## src/design/rotating_element_store_defines.svh

```systemverilog
`ifndef ROTATING_ELEMENT_STORE_DEFINES_SVH
`define ROTATING_ELEMENT_STORE_DEFINES_SVH

// same-cycle check, quiet while in reset
`define RES_ASSERT_NOW(label, pre, post) \
  label: assert property (@(posedge clk) disable iff (rst) (pre) |-> (post)) \
    else $error("rotating element store check failed");

// next-cycle check, quiet while in reset
`define RES_ASSERT_NEXT(label, pre, post) \
  label: assert property (@(posedge clk) disable iff (rst) (pre) |=> (post)) \
    else $error("rotating element store check failed");

`endif

```

## src/design/res_pkg.sv

```systemverilog
package res_pkg;

  localparam int CAPACITY_DEF = 16;

  localparam int FUNC_W   = 3;
  localparam int VALUE_W  = 32;
  localparam int INDEX_W  = 4;
  localparam int AMT_W    = 8;
  localparam int STATUS_W = 2;
  localparam int K_W      = $clog2(AMT_W);

  typedef enum logic [FUNC_W-1:0] {
    FN_PUSH = 3'd0,
    FN_READ = 3'd1,
    FN_ROR  = 3'd2,
    FN_ROL  = 3'd3,
    FN_SHR  = 3'd4,
    FN_SHL  = 3'd5
  } func_t;

  typedef enum logic [STATUS_W-1:0] {
    STAT_OK        = 2'd0,
    STAT_BAD_INDEX = 2'd1,
    STAT_FULL      = 2'd2
  } status_t;

  // control broadcast to every cell of the chain
  typedef struct packed {
    logic load;       // write the push word into the cell at the count
    logic step;       // move the live window by one position
    logic left;       // direction of the step
    logic zero_fill;  // last live cell takes zero instead of the head
  } cell_ctrl_t;

endpackage

```

## src/design/res_cell.sv

```systemverilog
module res_cell #(
  parameter int POS   = 0,
  parameter int CNT_W = 5
) (
  input  logic                         clk,
  input  res_pkg::cell_ctrl_t          ctl,
  input  logic [CNT_W-1:0]             count,
  input  logic [res_pkg::VALUE_W-1:0]  push_value,
  input  logic [res_pkg::VALUE_W-1:0]  from_left,
  input  logic [res_pkg::VALUE_W-1:0]  from_right,
  input  logic [res_pkg::VALUE_W-1:0]  head,
  output logic [res_pkg::VALUE_W-1:0]  elem
);

  logic                        live;
  logic                        is_last;
  logic                        is_slot;
  logic [res_pkg::VALUE_W-1:0] elem_next;

  assign live    = CNT_W'(POS) < count;
  assign is_last = count == CNT_W'(POS + 1);
  assign is_slot = count == CNT_W'(POS);

  always_comb begin
    if (!ctl.left) begin
      elem_next = from_left;
    end else if (is_last) begin
      elem_next = ctl.zero_fill ? '0 : head;
    end else begin
      elem_next = from_right;
    end
  end

  always_ff @(posedge clk) begin
    if (ctl.load && is_slot) begin
      elem <= push_value;
    end else if (ctl.step && live) begin
      elem <= elem_next;
    end
  end

endmodule

```

## src/design/res_ctrl.sv

```systemverilog
`include "rotating_element_store_defines.svh"

module res_ctrl #(
  parameter int CAPACITY = res_pkg::CAPACITY_DEF,
  parameter int CNT_W    = $clog2(CAPACITY + 1)
) (
  input  logic                          clk,
  input  logic                          rst,
  input  logic                          s_valid,
  output logic                          s_ready,
  input  logic [res_pkg::FUNC_W-1:0]    s_func,
  input  logic [res_pkg::VALUE_W-1:0]   s_value,
  input  logic [res_pkg::INDEX_W-1:0]   s_index,
  input  logic [res_pkg::AMT_W-1:0]     s_amount,
  output logic                          m_valid,
  input  logic                          m_ready,
  output logic [res_pkg::STATUS_W-1:0]  m_status,
  output logic [res_pkg::VALUE_W-1:0]   m_read_value,
  output logic [CNT_W-1:0]              m_count,
  output logic [res_pkg::INDEX_W-1:0]   rd_index,
  input  logic [res_pkg::VALUE_W-1:0]   rd_data,
  output res_pkg::cell_ctrl_t           cell_ctl,
  output logic [CNT_W-1:0]              count,
  output logic [res_pkg::VALUE_W-1:0]   push_value
);

  localparam int SUM_W = CNT_W + res_pkg::AMT_W;

  typedef enum logic [4:0] {
    S_IDLE   = 5'b00001,
    S_EXEC   = 5'b00010,
    S_REDUCE = 5'b00100,
    S_MOVE   = 5'b01000,
    S_RESULT = 5'b10000
  } state_t;

  state_t                       state;
  logic [res_pkg::FUNC_W-1:0]   op_func;
  logic [res_pkg::VALUE_W-1:0]  op_value;
  logic [res_pkg::INDEX_W-1:0]  op_index;
  logic [res_pkg::AMT_W-1:0]    op_amount;
  logic [res_pkg::AMT_W-1:0]    rem;
  logic [res_pkg::K_W-1:0]      k;
  logic [CNT_W-1:0]             steps;
  logic                         move_left;
  logic                         move_zero;
  logic [res_pkg::STATUS_W-1:0] res_status;
  logic [res_pkg::VALUE_W-1:0]  res_rd;

  logic [SUM_W-1:0]             n_shift;
  logic [SUM_W-1:0]             rem_ext;
  logic [res_pkg::AMT_W-1:0]    rem_next;
  logic [CNT_W-1:0]             shift_steps;
  logic                         full;
  logic                         bad_index;
  logic                         out_load;

  // one restoring step of amount modulo count
  assign n_shift  = SUM_W'(count) << k;
  assign rem_ext  = SUM_W'(rem);
  assign rem_next = (rem_ext >= n_shift) ? res_pkg::AMT_W'(rem_ext - n_shift) : rem;

  assign shift_steps = (SUM_W'(op_amount) < SUM_W'(count)) ? CNT_W'(op_amount) : count;
  assign full        = count == CNT_W'(CAPACITY);
  assign bad_index   = SUM_W'(op_index) >= SUM_W'(count);

  // result register takes a new word once the old one has gone
  assign out_load = (state == S_RESULT) && (!m_valid || m_ready);

  assign s_ready    = state == S_IDLE;
  assign rd_index   = op_index;
  assign push_value = op_value;

  always_comb begin
    cell_ctl.load      = (state == S_EXEC) && (op_func == res_pkg::FN_PUSH) && !full;
    cell_ctl.step      = state == S_MOVE;
    cell_ctl.left      = move_left;
    cell_ctl.zero_fill = move_zero;
  end

  always_ff @(posedge clk) begin
    if (rst) begin
      state   <= S_IDLE;
      count   <= '0;
      m_valid <= 1'b0;
    end else begin
      if (out_load) begin
        m_valid <= 1'b1;
      end else if (m_ready) begin
        m_valid <= 1'b0;
      end
      unique case (state)
        S_IDLE: begin
          if (s_valid) begin
            op_func   <= s_func;
            op_value  <= s_value;
            op_index  <= s_index;
            op_amount <= s_amount;
            state     <= S_EXEC;
          end
        end
        S_EXEC: begin
          res_status <= res_pkg::STAT_OK;
          res_rd     <= '0;
          state      <= S_RESULT;
          unique case (op_func)
            res_pkg::FN_PUSH: begin
              if (full) begin
                res_status <= res_pkg::STAT_FULL;
              end else begin
                count <= count + CNT_W'(1);
              end
            end
            res_pkg::FN_READ: begin
              if (bad_index) begin
                res_status <= res_pkg::STAT_BAD_INDEX;
              end else begin
                res_rd <= rd_data;
              end
            end
            res_pkg::FN_ROR, res_pkg::FN_ROL: begin
              if (count != '0 && op_amount != '0) begin
                rem   <= op_amount;
                k     <= res_pkg::K_W'(res_pkg::AMT_W - 1);
                state <= S_REDUCE;
              end
            end
            res_pkg::FN_SHR, res_pkg::FN_SHL: begin
              if (count != '0 && op_amount != '0) begin
                steps     <= shift_steps;
                move_left <= op_func == res_pkg::FN_SHL;
                move_zero <= 1'b1;
                state     <= S_MOVE;
              end
            end
            default: begin
            end
          endcase
        end
        S_REDUCE: begin
          rem <= rem_next;
          k   <= k - res_pkg::K_W'(1);
          if (k == '0) begin
            // right rotation runs as a left one of count minus the remainder
            move_left <= 1'b1;
            move_zero <= 1'b0;
            if (rem_next == '0) begin
              state <= S_RESULT;
            end else begin
              steps <= (op_func == res_pkg::FN_ROL) ? CNT_W'(rem_next)
                                                     : count - CNT_W'(rem_next);
              state <= S_MOVE;
            end
          end
        end
        S_MOVE: begin
          steps <= steps - CNT_W'(1);
          if (steps == CNT_W'(1)) begin
            state <= S_RESULT;
          end
        end
        S_RESULT: begin
          if (out_load) begin
            m_status     <= res_status;
            m_read_value <= res_rd;
            m_count      <= count;
            state        <= S_IDLE;
          end
        end
        default: begin
          state <= S_IDLE;
        end
      endcase
    end
  end

  `RES_ASSERT_NOW(a_count_bound, 1'b1, count <= CNT_W'(CAPACITY))
  `RES_ASSERT_NEXT(a_count_held, (state == S_REDUCE) || (state == S_MOVE), count == $past(count))
  `RES_ASSERT_NOW(a_steps_live, state == S_MOVE, (steps != '0) && (count != '0))
  `RES_ASSERT_NEXT(a_push_full, (state == S_EXEC) && (op_func == res_pkg::FN_PUSH) && full, (res_status == res_pkg::STAT_FULL) && (count == $past(count)))

endmodule

```

## src/design/rotating_element_store.sv

```systemverilog
// rotating element store: a row of element cells with a fill count
//
// input words (s_axis) carry one operation each: push, read, rotate right,
// rotate left, shift right or shift left. every input word returns exactly
// one output word (m_axis) with a status, the read data and the count.
//
// an input word is taken only while the store is idle; it then runs the
// execute state and, for a rotate or shift, moves the live elements one
// position per cycle along the cell chain
//   push, read, zero amount, empty store : no moves
//   shift                                 : min(amount, count) moves
//   rotate                                : (amount mod count) moves, after
//                                           the bit-serial remainder unit
//                                           has reduced the amount
// a right rotation is run as a left one, so it takes count minus the
// remainder moves instead
//
// the result sits in an output register; the next input word is taken while
// it waits, and a receiver stall only holds the core once a second result
// is ready. reset clears the count and the handshake state; the element
// cells keep whatever they held and are never read until pushed
module rotating_element_store #(
  parameter  int CAPACITY = res_pkg::CAPACITY_DEF,
  localparam int CNT_W    = $clog2(CAPACITY + 1),
  localparam int IN_W     = ((res_pkg::VALUE_W + res_pkg::INDEX_W + res_pkg::AMT_W + 7) / 8) * 8,
  localparam int OUT_W    = ((res_pkg::VALUE_W + CNT_W + 7) / 8) * 8
) (
  input  logic                          clk,
  input  logic                          rst,
  input  logic                          s_axis_tvalid,
  output logic                          s_axis_tready,
  input  logic [IN_W-1:0]               s_axis_tdata,  // value, index, amount
  input  logic [res_pkg::FUNC_W-1:0]    s_axis_tuser,  // func
  output logic                          m_axis_tvalid,
  input  logic                          m_axis_tready,
  output logic [OUT_W-1:0]              m_axis_tdata,  // read_value, count
  output logic [res_pkg::STATUS_W-1:0]  m_axis_tuser   // status
);

  localparam int SUM_W = CNT_W + res_pkg::AMT_W;
  localparam int IX_LO = res_pkg::VALUE_W;
  localparam int AM_LO = IX_LO + res_pkg::INDEX_W;

  // unpacked input word
  logic [res_pkg::VALUE_W-1:0]  in_value;
  logic [res_pkg::INDEX_W-1:0]  in_index;
  logic [res_pkg::AMT_W-1:0]    in_amount;

  // result fields
  logic [res_pkg::VALUE_W-1:0]  out_rd;
  logic [CNT_W-1:0]             out_count;

  // chain control and cell contents
  res_pkg::cell_ctrl_t          cell_ctl;
  logic [CNT_W-1:0]             count;
  logic [res_pkg::VALUE_W-1:0]  push_value;
  logic [res_pkg::INDEX_W-1:0]  rd_index;
  logic [res_pkg::VALUE_W-1:0]  rd_data;
  logic [res_pkg::VALUE_W-1:0]  elem [CAPACITY];

  assign in_value  = s_axis_tdata[IX_LO-1:0];
  assign in_index  = s_axis_tdata[AM_LO-1:IX_LO];
  assign in_amount = s_axis_tdata[AM_LO+res_pkg::AMT_W-1:AM_LO];

  assign m_axis_tdata = OUT_W'({out_count, out_rd});

  res_ctrl #(
    .CAPACITY (CAPACITY),
    .CNT_W    (CNT_W)
  ) u_ctrl (
    .clk          (clk),
    .rst          (rst),
    .s_valid      (s_axis_tvalid),
    .s_ready      (s_axis_tready),
    .s_func       (s_axis_tuser),
    .s_value      (in_value),
    .s_index      (in_index),
    .s_amount     (in_amount),
    .m_valid      (m_axis_tvalid),
    .m_ready      (m_axis_tready),
    .m_status     (m_axis_tuser),
    .m_read_value (out_rd),
    .m_count      (out_count),
    .rd_index     (rd_index),
    .rd_data      (rd_data),
    .cell_ctl     (cell_ctl),
    .count        (count),
    .push_value   (push_value)
  );

  // read port: pick the cell at the requested index, bounds are checked in
  // the controller against the count
  always_comb begin
    rd_data = '0;
    for (int i = 0; i < CAPACITY; i++) begin
      if (SUM_W'(rd_index) == SUM_W'(i)) begin
        rd_data = elem[i];
      end
    end
  end

  // chain of cells; the ends see zero, and the head is broadcast so that a
  // left rotation can wrap it into the last live cell
  for (genvar g = 0; g < CAPACITY; g++) begin : g_cell
    logic [res_pkg::VALUE_W-1:0] left_in;
    logic [res_pkg::VALUE_W-1:0] right_in;

    if (g == 0) begin : g_first
      assign left_in = '0;
    end else begin : g_mid_l
      assign left_in = elem[g-1];
    end

    if (g == CAPACITY - 1) begin : g_last
      assign right_in = '0;
    end else begin : g_mid_r
      assign right_in = elem[g+1];
    end

    res_cell #(
      .POS   (g),
      .CNT_W (CNT_W)
    ) u_cell (
      .clk        (clk),
      .ctl        (cell_ctl),
      .count      (count),
      .push_value (push_value),
      .from_left  (left_in),
      .from_right (right_in),
      .head       (elem[0]),
      .elem       (elem[g])
    );
  end

endmodule
```

## config.mk

```make
export PLATFORM = sky130hd
export DESIGN_NAME = rotating_element_store
export DESIGN_NICKNAME = d
export VERILOG_FILES = /design/src/design/res_pkg.sv /design/src/design/res_cell.sv /design/src/design/res_ctrl.sv /design/src/design/rotating_element_store.sv
export VERILOG_INCLUDE_DIRS = /design/src /design/src/design
export SDC_FILE = /design/constraint.sdc
export NUM_CORES = 2
export LEC_CHECK = 0
export ABC_AREA = 1
export BUFFER_PORTS_ARGS = -buffer_cell sky130_fd_sc_hd__clkbuf_2
export CAP_MARGIN = 0
export CORE_MARGIN = 1.5
export CORE_UTILIZATION = 45
export CTS_BUF_LIST = sky130_fd_sc_hd__clkbuf_4 sky130_fd_sc_hd__clkbuf_8 sky130_fd_sc_hd__clkbuf_16
export DETAILED_ROUTE_END_ITERATION = 8
export PLACE_DENSITY_LB_ADDON = 0.08
export SLEW_MARGIN = 10
export SYNTH_ARGS = -nofsm -noshare
export SYNTH_HDL_FRONTEND = slang
export SYNTH_SLANG_ARGS = --single-unit
export TNS_END_PERCENT = 1
```

## constraint.sdc

```tcl
create_clock -name clk -period 6.7 [get_ports clk]
set_input_delay 0.335 -clock clk [delete_from_list [all_inputs] [get_ports clk]]
set_output_delay 0.335 -clock clk [all_outputs]
set_load 0.005 [all_outputs]
```

==> summary.txt <==
Synthesis
  • Seq/Total Area, Yosys: 0.494
  • Post-Syn Area: 0.0400 mm^2
  • Synth Flop Type: edfxtp_1
  • Most instantiated cells after synthesis: 1,137 x o21ai_0, 650 x edfxtp_1, 597 x nand2_1
  • Cells after Synth: 4,867
  • Post-synth EDFFs: 650
  • Avg Inst Size Synth: 8.21 um^2
  • Synth area leader: edfxtp_1
  • Yosys cell types: 52
  • Asr flop ratio synth: 0
  • Top-count cell post-synth: o21ai_0
  • Number of synthesized register bits: 661
  • Ys Warns: 0
  • Yosys top cell area share: 0.488
  • Ranking of synthesized cells by area: edfxtp_1 49%, o21ai_0 14%, a21oi_1 7.4%, nand2_1 5.6%, inv_1 4.3%

Clocking
  • Worst-path clk slew: 0.06 ns
  • Postcts setup bufs: 0
  • Root buffer cell: clkbuf_16
  • Hold Buf Count CTS: 49
  • CTS resizes: 0
  • Clock Latency Late Sink: 0.65 ns
  • Max Root-Sink Buffers: 3
  • H-tree levels: 3
  • CTS tree: built
  • Sink Count: 661
  • Total CTS buffers: 80

Global route
  • Total GRT Usage: 0.303
  • Grt total ovfl: 0
  • Vias in the first global route: 31,772
  • Initial antenna violation count: 0
  • First-pass GRT wire length: 210,000 um
  • Largest net degree at the start of global routing: 215

Pwr
  • Net Sw Frac: 0.235
  • Flop pwr share: 0.487
  • NetSw: 2.19 mW
  • IR drop worst, VDD: 0.182 mV
  • Internal power consumption: 7.13 mW
  • Leak: 16.2 nW
  • Clock share of power: 0.464
  • Comb power frac: 0.049
  • PwrDens: 210 mW/mm^2

Timing
  • Setup TNS: 0 ns
  • RSZ-0062 raised after global routing: no
  • Slew @ Worst Pin: 1.20 ns
  • Hold Vio Cnt, Final: 0
  • F_max: 233 MHz
  • Tcrit/Tclk final: 0.639
  • Final setup margin: 2.42 ns
  • Tmin final: 4.28 ns
  • Setup violations, final: 0
  • Final Max Tran Viols: 0
  • Slew margin rel.: 0.195
  • Fin Clk Skew: 0.0223 ns

Detailed routing
  • Final ANT Viol Nets: 0
  • Overall routed net length: 140,000 um
  • WL met2: 55,900 um
  • DR DRC count: 0
  • Routed wl met3: 15,200 um
  • WL/cell: 23.2 um
  • Via count: 36,622
  • DR vias/cell: 6.08
  • Top Layer Used: met4
  • Metal1 wirelength: 66,200 um
  • First DRT Iteration DRCs: 5,144
  • First-pass DRT Iterations: 6

Setup path
  • Crit-path max FO: 15
  • Critical Path AT: 4.66 ns
  • CP Class: reg2reg
  • CP required: 7.08 ns
  • CP Capture Type: flip-flop
  • Reg2reg setup slack: 2.42 ns
  • CP Launch Type: flip-flop
  • Reg2Reg Launch Point: u_ctrl.count[1]
  • R2R cell count: 27
  • R2r endpoint: u_ctrl.steps[4]

Placed design
  • DP Wirelength: 92,200 um
  • Placed cell count: 5,824
  • GPL Wtd Cong: 0.857
  • IO buf count: 91
  • Setup WS pre-CTS: 2.50 ns

Layout
  • Share of layout cells above drive strength 1: 0.0869
  • Diodes inserted: 0
  • Area Growth Syn to Fin: 11.0%
  • Layout Cells excl Fill: 6,021
  • Nets: 4,872

Floorplanning
  • Starting Density: 0.453
  • CORE AREA: 0.0882 mm^2
  • Ports: 99
  • Rows: 109
  • DIE HEIGHT: 301 um
  • Die width: 301 um
  • Die Area: 0.0906 mm^2

Hold path
  • WHS Path Cells: 2
  • Hold path startpoint: rst
  • Hold Path Sink: u_ctrl.state[4]
  • Hold WC Path Type: in2reg

Flow run
  • Max Cap Viol: 0

Outcome
  • Status: finished clean
==> cell type report <==
type                            count  area, um^2
Inverter                          475        1800
Tap cell                         1165        1460
Timing Repair Buffer              259        1850
Clock inverter                     42         339
Multi-Input combinational cell   3313       17000
Sequential cell                   661       19700
Fill cell                        8457       43900
Clock buffer                      106        2210
==> power by group through the flow <==
| stage | logic (mW) | registers [mW] | clock network (mW) |
|---|---|---|---|
| floorplan | 0.252 | 4.62 | 0 |
| global placement | 0.418 | 4.62 | 0 |
| detailed placement | 0.419 | 4.62 | 0 |
| CTS | 0.444 | 4.53 | 4.39 |
| global route | 0.497 | 4.54 | 4.54 |
| finish | 0.461 | 4.53 | 4.33 |
==> layout by cell type, fill, tap and decap left out, types with 5 or more instances in the layout <==
master / netlist / layout
nor2_2: 4 / 13
edfxtp_1: 650 / 650
dlygate4sd3_1: 0 / 49
clkbuf_16: 0 / 80
nand2_1: 597 / 580
ha_1: 26 / 26
o21ai_0: 1137 / 1132
clkinv_2: 0 / 15
xnor2_1: 5 / 5
o21ai_1: 22 / 22
dfxtp_1: 11 / 11
nand2_2: 2 / 19
nor2_1: 284 / 268
clkbuf_4: 0 / 24
nand4_1: 76 / 76
nor2_4: 4 / 11
inv_2: 10 / 11
clkbuf_2: 0 / 91
o211ai_1: 180 / 180
nor3_1: 27 / 25
nor3_4: 4 / 5
a21oi_1: 591 / 591
o221ai_1: 7 / 7
nor4_1: 6 / 6
a211oi_1: 10 / 10
o21ai_4: 0 / 5
clkinv_1: 5 / 23
inv_1: 458 / 454
buf_4: 4 / 118
o22ai_1: 226 / 226
nand3_1: 72 / 69
==> state kept, by name, summed over array words and instances, names as in the netlist, 4 cells and up <==
signal	flops
u_ctrl.rd_index	4
u_ctrl.count	5
u_ctrl.steps	5
u_ctrl.state	5
g_cell.u_cell.elem	512
u_ctrl.m_count	5
u_ctrl.op_amount	8
u_ctrl.push_value	32
u_ctrl.m_read_value	32
u_ctrl.res_rd	32
u_ctrl.rem	8
==> metal layers <==
layer / track usage / vias up
met5: 0 / -
met4: 0.0688 / 0
met3: 0.0477 / 171
met2: 0.411 / 2025
met1: 0.493 / 17073
li1: - / 17353
==> logic make-up (layout without fill, tap and decap cells) <==
family / count (synthesis) / in the layout / synth area share
compound gates: 2189 / 2189 / 0.295
xor+xnor: 8 / 8 / 0.00175
fa+ha+maj: 27 / 27 / 0.00864
buf+inv: 895 / 882 / 0.0868
flops: 661 / 661 / 0.494
mux: 1 / 1 / 0.000250
other cells: 1 / 3 / 0.0000938
simple gates: 1085 / 1085 / 0.114
==> critical path, cell delays in order (launching register included) <==
cell and delay [ns]:
dfxtp_1 0.30, buf_4 0.24, inv_1 0.26, o21ai_0 0.38, mux2i_1 0.15, or2_2 0.30
ha_1 0.37, nand2_1 0.12, nor2_1 0.12, nand2_1 0.06, nand2_1 0.10, nand2_1 0.07
nand2_2 0.12, nand2_4 0.11, inv_4 0.11, nand2_1 0.05, nand2_1 0.14, inv_1 0.07
ha_1 0.17, inv_1 0.08, ha_1 0.14, inv_1 0.03, nand2_1 0.08, nand3_1 0.10
nand3_1 0.10, nand3_1 0.09, nand2_1 0.06, nand3_1 0.06
==> how the worst max path moves through the flow <==
| stage | startpoint | endpoint | slack [ns] | cells after the start |
|---|---|---|---|---|
| 4_1_cts | u_ctrl.count[1] | u_ctrl.steps[4] | 2.47 | 27 |
| 3_3_place_gp | u_ctrl.count[1] | u_ctrl.steps[4] | 2.48 | 27 |
| 6_report | u_ctrl.count[1] | u_ctrl.steps[4] | 2.42 | 27 |
| 5_1_grt | u_ctrl.count[1] | u_ctrl.steps[4] | 2.08 | 27 |
| 2_1_floorplan | u_ctrl.state[0] | g_cell[14].u_cell.elem[0] | 1.52 | 4 |
| 3_5_place_dp | u_ctrl.count[1] | u_ctrl.steps[4] | 2.50 | 27 |
==> per-stage QoR <==
step / hold WS [ns] / power, mW / util / area [um^2]
after CTS: 0.0414 / 9.37 / 0.503 / 44400
after global routing: 0.0761 / 9.57 / 0.503 / 44400
after global placement: 0.401 / 5.04 / 0.468 / 41300
after detailed placement: 0.405 / 5.04 / 0.468 / 41300
after floorplan: 0.400 / 4.87 / - / 40000
final: 0.0768 / 9.32 / 0.503 / 44400
(Power assumes the default switching activity.)
